**src/design/mme_pkg.sv**
```systemverilog
// ----------------------------------------------------------------------------
// mme_pkg
// Shared types, constants and helpers for the matrix multiply engine.
// ----------------------------------------------------------------------------
package mme_pkg;

    localparam int MAX_DIM     = 8;
    localparam int DATA_WIDTH  = 16;
    localparam int STORE_DEPTH = MAX_DIM * MAX_DIM;
    localparam int IDX_W       = (MAX_DIM > 1) ? $clog2(MAX_DIM) : 1;
    localparam int DIM_W       = $clog2(MAX_DIM + 1);
    localparam int ADDR_W      = $clog2(STORE_DEPTH);
    localparam int PROD_W      = 2 * DATA_WIDTH;
    localparam int ACC_W       = 36;
    localparam int ELEM_W      = 16;
    localparam int POS_W       = 3;
    localparam int CFG_W       = 4;
    localparam int CFG_IDX_W   = 2;

    localparam logic [1:0] OP_WR_A    = 2'd0;
    localparam logic [1:0] OP_WR_B    = 2'd1;
    localparam logic [1:0] OP_COMPUTE = 2'd2;

    localparam logic [CFG_IDX_W-1:0] CFG_ROWS_A    = 2'd0;
    localparam logic [CFG_IDX_W-1:0] CFG_INNER_LEN = 2'd1;
    localparam logic [CFG_IDX_W-1:0] CFG_COLS_B    = 2'd2;

    typedef struct packed {
        logic [1:0]              opcode;
        logic [POS_W-1:0]        row_index;
        logic [POS_W-1:0]        col_index;
        logic signed [ELEM_W-1:0] element_value;
    } in_word_t;

    typedef struct packed {
        logic [POS_W-1:0]        out_row;
        logic [POS_W-1:0]        out_col;
        logic signed [ACC_W-1:0] product_value;
        logic                    last;
    } out_word_t;

    typedef enum logic [1:0] {
        ST_IDLE,
        ST_ISSUE,
        ST_WAIT
    } ctrl_state_t;

    typedef struct packed {
        logic             wr_a;
        logic             wr_b;
        logic             rd_en;
        logic             rd_first;
        logic             rd_last;
        logic [IDX_W-1:0] row;
        logic [IDX_W-1:0] col;
        logic [IDX_W-1:0] k;
        logic             res_last;
    } mme_cmd_t;

    typedef struct packed {
        logic out_valid;
    } mme_stat_t;

    // Dimension register clamped into 1..MAX_DIM
    function automatic logic [DIM_W-1:0] dim_sat(input logic [CFG_W-1:0] v);
        if (v == '0)
            return DIM_W'(1);
        if (int'(v) > MAX_DIM)
            return DIM_W'(MAX_DIM);
        return DIM_W'(v);
    endfunction

endpackage

```
**src/design/matrix_multiply_engine_core.sv**
```systemverilog
// ----------------------------------------------------------------------------
// matrix_multiply_engine_core
// Fixed-point C = A x B: element loads into two stores, compute runs
// emit C in row-major order.
// ----------------------------------------------------------------------------
// Store write words: one per cycle while no compute run is active, no result.
// Compute word: each C element takes n store reads, one per step (n = inner
//   length), then passes the read, product and result registers; the next
//   element waits for its word to be taken; input stalls until the last is.
// Reset: control and dimension registers (8,8,8) clear asynchronously;
//   store contents are undefined until written.
// ----------------------------------------------------------------------------
module matrix_multiply_engine_core (
    input  logic                          clk,
    input  logic                          rst_n,
    input  logic                          in_valid,
    output logic                          in_stall,
    input  mme_pkg::in_word_t             in_data,
    output logic                          out_valid,
    input  logic                          out_stall,
    output mme_pkg::out_word_t            out_data,
    input  logic                          cfg_wr_en,
    input  logic [mme_pkg::CFG_IDX_W-1:0] cfg_index,
    input  logic [mme_pkg::CFG_W-1:0]     cfg_data
);
    import mme_pkg::*;

    logic [CFG_W-1:0] rows_a_reg, inner_len_reg, cols_b_reg;
    mme_cmd_t         cmd;
    mme_stat_t        stat;

    always_ff @(posedge clk or negedge rst_n)
    begin
        if (!rst_n)
        begin
            rows_a_reg    <= CFG_W'(8);
            inner_len_reg <= CFG_W'(8);
            cols_b_reg    <= CFG_W'(8);
        end
        else if (cfg_wr_en)
        begin
            case (cfg_index)
                CFG_ROWS_A:    rows_a_reg    <= cfg_data;
                CFG_INNER_LEN: inner_len_reg <= cfg_data;
                CFG_COLS_B:    cols_b_reg    <= cfg_data;
                default:       ;
            endcase
        end
    end

    mme_ctrl u_ctrl (
        .clk       (clk),
        .rst_n     (rst_n),
        .in_valid  (in_valid),
        .in_stall  (in_stall),
        .in_data   (in_data),
        .rows_a    (rows_a_reg),
        .inner_len (inner_len_reg),
        .cols_b    (cols_b_reg),
        .out_stall (out_stall),
        .stat      (stat),
        .cmd       (cmd)
    );

    mme_datapath u_datapath (
        .clk       (clk),
        .rst_n     (rst_n),
        .cmd       (cmd),
        .in_data   (in_data),
        .out_stall (out_stall),
        .stat      (stat),
        .out_valid (out_valid),
        .out_data  (out_data)
    );

    // input is only open once no result word is pending
    a_idle_empty: assert property (@(posedge clk) disable iff (!rst_n)
        !in_stall |-> !out_valid)
        else $error("input open while a result word is pending");

    a_compute_stalls: assert property (@(posedge clk) disable iff (!rst_n)
        (in_valid && !in_stall && in_data.opcode == OP_COMPUTE) |=> in_stall)
        else $error("compute word did not start a run");

    a_last_frees: assert property (@(posedge clk) disable iff (!rst_n)
        (out_valid && !out_stall && out_data.last) |=> !in_stall)
        else $error("input not reopened after final word");

    a_write_no_result: assert property (@(posedge clk) disable iff (!rst_n)
        (in_valid && !in_stall && in_data.opcode != OP_COMPUTE) |=> !out_valid)
        else $error("store write produced a result word");

endmodule

```
**src/design/mme_ctrl.sv**
```systemverilog
// ----------------------------------------------------------------------------
// mme_ctrl
// Sequencer: store writes, then the i/j/k walk of a compute run.
// ----------------------------------------------------------------------------
module mme_ctrl (
    input  logic                       clk,
    input  logic                       rst_n,
    input  logic                       in_valid,
    output logic                       in_stall,
    input  mme_pkg::in_word_t          in_data,
    input  logic [mme_pkg::CFG_W-1:0]  rows_a,
    input  logic [mme_pkg::CFG_W-1:0]  inner_len,
    input  logic [mme_pkg::CFG_W-1:0]  cols_b,
    input  logic                       out_stall,
    input  mme_pkg::mme_stat_t         stat,
    output mme_pkg::mme_cmd_t          cmd
);
    import mme_pkg::*;

    ctrl_state_t      state_reg, state_next;
    logic [IDX_W-1:0] i_reg, i_next;
    logic [IDX_W-1:0] j_reg, j_next;
    logic [IDX_W-1:0] k_reg, k_next;

    logic [DIM_W-1:0] dim_m, dim_n, dim_p;
    logic             i_end, j_end, k_end, in_range;

    assign dim_m = dim_sat(rows_a);
    assign dim_n = dim_sat(inner_len);
    assign dim_p = dim_sat(cols_b);

    assign i_end = (DIM_W'(i_reg) + DIM_W'(1)) == dim_m;
    assign j_end = (DIM_W'(j_reg) + DIM_W'(1)) == dim_p;
    assign k_end = (DIM_W'(k_reg) + DIM_W'(1)) == dim_n;

    assign in_range = (int'(in_data.row_index) < MAX_DIM)
                   && (int'(in_data.col_index) < MAX_DIM);

    always_ff @(posedge clk or negedge rst_n)
    begin
        if (!rst_n)
        begin
            state_reg <= ST_IDLE;
            i_reg     <= '0;
            j_reg     <= '0;
            k_reg     <= '0;
        end
        else
        begin
            state_reg <= state_next;
            i_reg     <= i_next;
            j_reg     <= j_next;
            k_reg     <= k_next;
        end
    end

    always_comb
    begin
        state_next   = state_reg;
        i_next       = i_reg;
        j_next       = j_reg;
        k_next       = k_reg;
        cmd          = '0;
        cmd.row      = i_reg;
        cmd.col      = j_reg;
        cmd.k        = k_reg;
        cmd.res_last = i_end && j_end;
        in_stall     = (state_reg != ST_IDLE);

        case (state_reg)
            ST_IDLE:
            begin
                if (in_valid)
                begin
                    case (in_data.opcode)
                        OP_WR_A:    cmd.wr_a = in_range;
                        OP_WR_B:    cmd.wr_b = in_range;
                        OP_COMPUTE:
                        begin
                            i_next     = '0;
                            j_next     = '0;
                            k_next     = '0;
                            state_next = ST_ISSUE;
                        end
                        default:    ;
                    endcase
                end
            end
            ST_ISSUE:
            begin
                cmd.rd_en    = 1'b1;
                cmd.rd_first = (k_reg == '0);
                cmd.rd_last  = k_end;
                if (k_end)
                begin
                    k_next     = '0;
                    state_next = ST_WAIT;
                end
                else
                    k_next = k_reg + IDX_W'(1);
            end
            ST_WAIT:
            begin
                // hold i/j until the result word is taken
                if (stat.out_valid && !out_stall)
                begin
                    if (i_end && j_end)
                        state_next = ST_IDLE;
                    else
                    begin
                        state_next = ST_ISSUE;
                        if (j_end)
                        begin
                            j_next = '0;
                            i_next = i_reg + IDX_W'(1);
                        end
                        else
                            j_next = j_reg + IDX_W'(1);
                    end
                end
            end
            default:
                state_next = ST_IDLE;
        endcase
    end

endmodule

```
**src/design/mme_datapath.sv**
```systemverilog
// ----------------------------------------------------------------------------
// mme_datapath
// A and B stores, multiply-accumulate pipeline and result register.
// ----------------------------------------------------------------------------
module mme_datapath (
    input  logic               clk,
    input  logic               rst_n,
    input  mme_pkg::mme_cmd_t  cmd,
    input  mme_pkg::in_word_t  in_data,
    input  logic               out_stall,
    output mme_pkg::mme_stat_t stat,
    output logic               out_valid,
    output mme_pkg::out_word_t out_data
);
    import mme_pkg::*;

    logic [DATA_WIDTH-1:0] a_mem [STORE_DEPTH];
    logic [DATA_WIDTH-1:0] b_mem [STORE_DEPTH];

    logic [ADDR_W-1:0]     wr_addr, rd_addr_a, rd_addr_b;
    logic [DATA_WIDTH-1:0] wr_data;

    logic signed [DATA_WIDTH-1:0] a_rd_reg, b_rd_reg;
    logic signed [PROD_W-1:0]     prod_reg;
    logic signed [ACC_W-1:0]      acc_reg, acc_next, prod_ext;
    logic                         s1_valid_reg, s1_first_reg, s1_last_reg;
    logic                         s2_valid_reg, s2_first_reg, s2_last_reg;
    logic                         out_valid_reg, out_valid_next;
    out_word_t                    out_data_reg;
    logic                         res_load;

    assign wr_addr   = ADDR_W'(int'(in_data.row_index) * MAX_DIM + int'(in_data.col_index));
    assign rd_addr_a = ADDR_W'(int'(cmd.row) * MAX_DIM + int'(cmd.k));
    assign rd_addr_b = ADDR_W'(int'(cmd.k) * MAX_DIM + int'(cmd.col));
    assign wr_data   = DATA_WIDTH'(signed'(in_data.element_value));

    always_ff @(posedge clk)
    begin
        if (cmd.wr_a)
            a_mem[wr_addr] <= wr_data;
        if (cmd.rd_en)
            a_rd_reg <= signed'(a_mem[rd_addr_a]);
    end

    always_ff @(posedge clk)
    begin
        if (cmd.wr_b)
            b_mem[wr_addr] <= wr_data;
        if (cmd.rd_en)
            b_rd_reg <= signed'(b_mem[rd_addr_b]);
    end

    always_ff @(posedge clk or negedge rst_n)
    begin
        if (!rst_n)
        begin
            s1_valid_reg  <= 1'b0;
            s1_first_reg  <= 1'b0;
            s1_last_reg   <= 1'b0;
            s2_valid_reg  <= 1'b0;
            s2_first_reg  <= 1'b0;
            s2_last_reg   <= 1'b0;
            out_valid_reg <= 1'b0;
        end
        else
        begin
            s1_valid_reg  <= cmd.rd_en;
            s1_first_reg  <= cmd.rd_first;
            s1_last_reg   <= cmd.rd_last;
            s2_valid_reg  <= s1_valid_reg;
            s2_first_reg  <= s1_first_reg;
            s2_last_reg   <= s1_last_reg;
            out_valid_reg <= out_valid_next;
        end
    end

    always_ff @(posedge clk)
    begin
        if (s1_valid_reg)
            prod_reg <= a_rd_reg * b_rd_reg;
        if (s2_valid_reg)
            acc_reg <= acc_next;
        if (res_load)
        begin
            out_data_reg.out_row       <= POS_W'(cmd.row);
            out_data_reg.out_col       <= POS_W'(cmd.col);
            out_data_reg.product_value <= acc_next;
            out_data_reg.last          <= cmd.res_last;
        end
    end

    assign prod_ext = ACC_W'(prod_reg);
    assign acc_next = s2_first_reg ? prod_ext : acc_reg + prod_ext;
    // row/col come straight from the sequencer, which holds them until the word is taken
    assign res_load = s2_valid_reg && s2_last_reg;

    always_comb
    begin
        out_valid_next = out_valid_reg;
        if (res_load)
            out_valid_next = 1'b1;
        else if (out_valid_reg && !out_stall)
            out_valid_next = 1'b0;
    end

    assign out_valid      = out_valid_reg;
    assign out_data       = out_data_reg;
    assign stat.out_valid = out_valid_reg;

endmodule

```
**config.mk**
```make
export PLATFORM = sky130hd
export DESIGN_NAME = matrix_multiply_engine_core
export DESIGN_NICKNAME = d
export VERILOG_FILES = /design/src/design/mme_pkg.sv /design/src/design/matrix_multiply_engine_core.sv /design/src/design/mme_ctrl.sv /design/src/design/mme_datapath.sv
export SDC_FILE = /design/constraint.sdc
export NUM_CORES = 2
export LEC_CHECK = 0
export BUFFER_PORTS_ARGS = -buffer_cell sky130_fd_sc_hd__buf_2
export CAP_MARGIN = 20
export CORE_MARGIN = 2
export CORE_UTILIZATION = 55
export CTS_BUF_LIST = sky130_fd_sc_hd__clkbuf_16
export DETAILED_ROUTE_END_ITERATION = 8
export GPL_ROUTABILITY_DRIVEN = 0
export PLACE_DENSITY = 0.74
export RECOVER_POWER = 100
export SYNTH_ARGS = -nofsm -noshare
export SYNTH_HDL_FRONTEND = slang
export SYNTH_SLANG_ARGS = --single-unit
```
**constraint.sdc**
```tcl
create_clock -name clk -period 5.6 [get_ports clk]
set_input_delay 1.12 -clock clk [delete_from_list [all_inputs] [get_ports clk]]
set_output_delay 1.12 -clock clk [all_outputs]
set_load 0.03 [all_outputs]
```
==> impl_results.md <==
- Arrival time worst endpoint: 6720 ps
- Crit share post-route: 109.5%
- Total number of vias: 48390
- Place WS: -658.1 ps
- Critical-path maximum fanout: 7
- Slowest CP cell: fa_1
- Largest net degree at the start of global routing: 97
- R2r startpoint: u_datapath.b_rd_reg[4]
- Synth cell count leaders: edfxtp_1 (2191), mux4_2 (672), inv_1 (316)
- Main area contributors after synthesis: edfxtp_1 (69%), mux4_2 (16%), fa_1 (5.5%)
- Port-buffer cells: 79
- Crit path time final: just over 6000 ps
- Buf+Inv Stages, Crit Path: 3
- Filler cells: 11510
- Total GRT Usage: 25.99%
- Initial antenna violation count: 31
- Top delay family on crit path: adder cells
- CTS Root Buffer Type: clkbuf_16
- Num CTS Buffers: 210
- Fin worst setup slack: -534.1 ps
- P&R area growth vs syn: 13.30%
- Max cap viols: 22
- Die ar.: 177500 sq um
- CTS Hold Bufs: 0
- Post-Layout Cell Count: 7699
- Post-Synthesis Cells: 4757
- Worst hold start: u_datapath.s1_last_reg
- H-tree Lvls: 4
- Top FF cell, synth: edfxtp_1
- Most frequent cell after synthesis: edfxtp_1
- Critical path startpoint: u_datapath.b_rd_reg[4]
- Flop2flop setup slack: -530 ps
- Placed cells: 7284
- Post-route cell area: 108500 sq um
- Die Y-Extent: 421.3 um
- Vias in the first global route: 49080
- TritonRoute pass-1 iters: 6
- Max incr delay on CP: 540 ps
- CTS sink count: 2221
- Share of layout cells above drive strength 1: 27.78%
- Synthesized flop and latch total: between 2000 and 2500
- Final Hold Viols: 0
- Final HPWL DP: 135100 um
- Library cells used by synthesis: 68
- Worst Hold Path Cells: 0
- Most numerous cell on the critical path: fa_1
- Syn Area/Cell: 20.14 sq um
- Worst Reg2Reg Path Length in Cells: 20
- Slew @ Worst Pin: 4637 ps
- Register area share after synthesis: 69.47%
- Die width: 421.3 um
- Synthesized area: 95790 sq um
- Startpoint class of the critical path: flop
- Post-synthesis async set-or-reset flop share: 1.351%
- Post-layout nets: around 5600
- TritonCTS clock tree: done
- Hold EP: u_datapath.s2_last_reg
- Worst-path clk slew: around 60 ps
- Syn_nets: 5176
- Data required time of the critical path: 6190 ps
- Core ar.: 173400 sq um
- Final setup vio count: 13
- Vias per cell: 6.285
- Drt drc: 0
- First-pass GRT wire length: 335300 um
- 1st-iter DRT viols: 6506
- Initial core utilization: 55.23%
- Overflow after GRT: 0
- Critical Path Sink Type: flop
- Register area: 66580 sq um
- Multi-input logic area: ~28000 sq um
- Core Rows: ~150
- RSZ-0062 raised after global routing: true
- Status: complete, but fails checks
- Post-synth EDFFs: 2191
- Worst reg2reg endpoint: u_datapath.prod_reg[30]
- Skew-Pair Late Insertion Delay: 860 ps
- Post-Place Cell Area: 101200 sq um
- Skew final: 30.24 ps
- Worst-path cell chain: buf_6 -> and2_4 -> fa_1 -> inv_1 -> fa_1 -> fa_1 -> fa_1 -> inv_1 -> fa_1 -> fa_1 -> ha_4 -> a21oi_2 -> o21ai_2 -> or3b_1 -> o221a_4 -> a2bb2oi_4 -> a21oi_2 -> a41o_1 -> o41ai_2 -> xnor2_1
- Syn. warnings: 0
- Smallest hold slack: 346.9 ps
- Synth area leader: edfxtp_1
- Max-slew headroom: -209.1%
- Final Max Tran Viols: 1412
- WL per Instance: 29.96 um
- Failing checks: capacitance limit, slew limit, setup timing
- Hold Path Class: reg -> reg
- I/O pin count: 80
- Fmax: 0.1630 GHz
- Synth top area share: 68.69%
- Clock Tree Buf Depth: 3
- Kind of critical path: reg -> reg
- Total Wirelength: 230700 um
- Antenna-violating nets left: 0
[layout by cell type, fill, tap and decap left out, drive strengths merged, types with 29 or more instances in the layout]
master	instances
a21oi	63
and2	128
buf	399
bufinv	29
clkbuf	238
clkinv	95
edfxtp	2191
fa	263
ha	121
inv	356
mux4	672
nand2	204
nor2	194
o21ai	63
xnor2	49
[area by class of cell]
class                   instances  area share, %
flip-flops and latches       2221          61.34
multi-input cells            2010          25.39
clock buffers                 212          4.888
repair buffers                425          2.985
well taps                    2325          2.680
clock inverters               172          1.584
inverters                     316          1.093
diodes                         18        0.04150
[metrics by stage]
stage / TNS (ps) / util, %
floorplan: -579.8 / -
global placement: -4037 / 58.37
detailed placement: -4800 / 58.37
CTS: -3319 / 62.51
global route: -7008 / 62.57
finish: -3417 / 62.58
[kinds of logic (layout without fill, tap and decap cells)]
| logic type | count (synthesis) | after routing | share of synthesized area [%] |
|---|---|---|---|
| other | 0 | 18 | 0 |
| XOR/XNOR | 66 | 66 | 0.6335 |
| adder cells (fa/ha/maj) | 384 | 384 | 7.077 |
| AO/OA/AOI/OAI | 232 | 232 | 1.561 |
| multiplexers | 688 | 688 | 15.99 |
| AND/OR/NAND/NOR | 640 | 640 | 3.141 |
| buffers and inverters | 526 | 1125 | 2.129 |
| flip-flops | 2221 | 2221 | 69.47 |
[worst max-delay path by stage]
| stage | to | slack [ps] | cells past startpoint |
|---|---|---|---|
| 5_1_grt | u_datapath.prod_reg[31] | -780 | 22 |
| 3_3_place_gp | u_datapath.prod_reg[31] | -600 | 22 |
| 6_report | u_datapath.prod_reg[30] | -530 | 20 |
| 2_1_floorplan | u_datapath.prod_reg[30] | -200 | 20 |
| 3_5_place_dp | u_datapath.prod_reg[31] | -660 | 21 |
| 4_1_cts | u_datapath.prod_reg[31] | -520 | 22 |
[metal layers]
metal  share of wire, %  vias up  GRT usage, %
met1                 38    25500         36.54
met3                9.9      364         5.527
li1                   -    19680             -
met4                3.2        8         9.403
met5              0.026        -             0
met2                 49     2833         40.82
[timing repair]
item | in CTS | in global routing
cloned | 0 | 0
buffers inserted | 5 | 4
pin swaps | 21 | 11
gates resized for setup | 31 | 29
setup endpoints to repair | 16 | 18
Power is left out: the tool's default activity adds up to more than one toggle a clock period on the data nets, which glitch-free logic cannot reach.
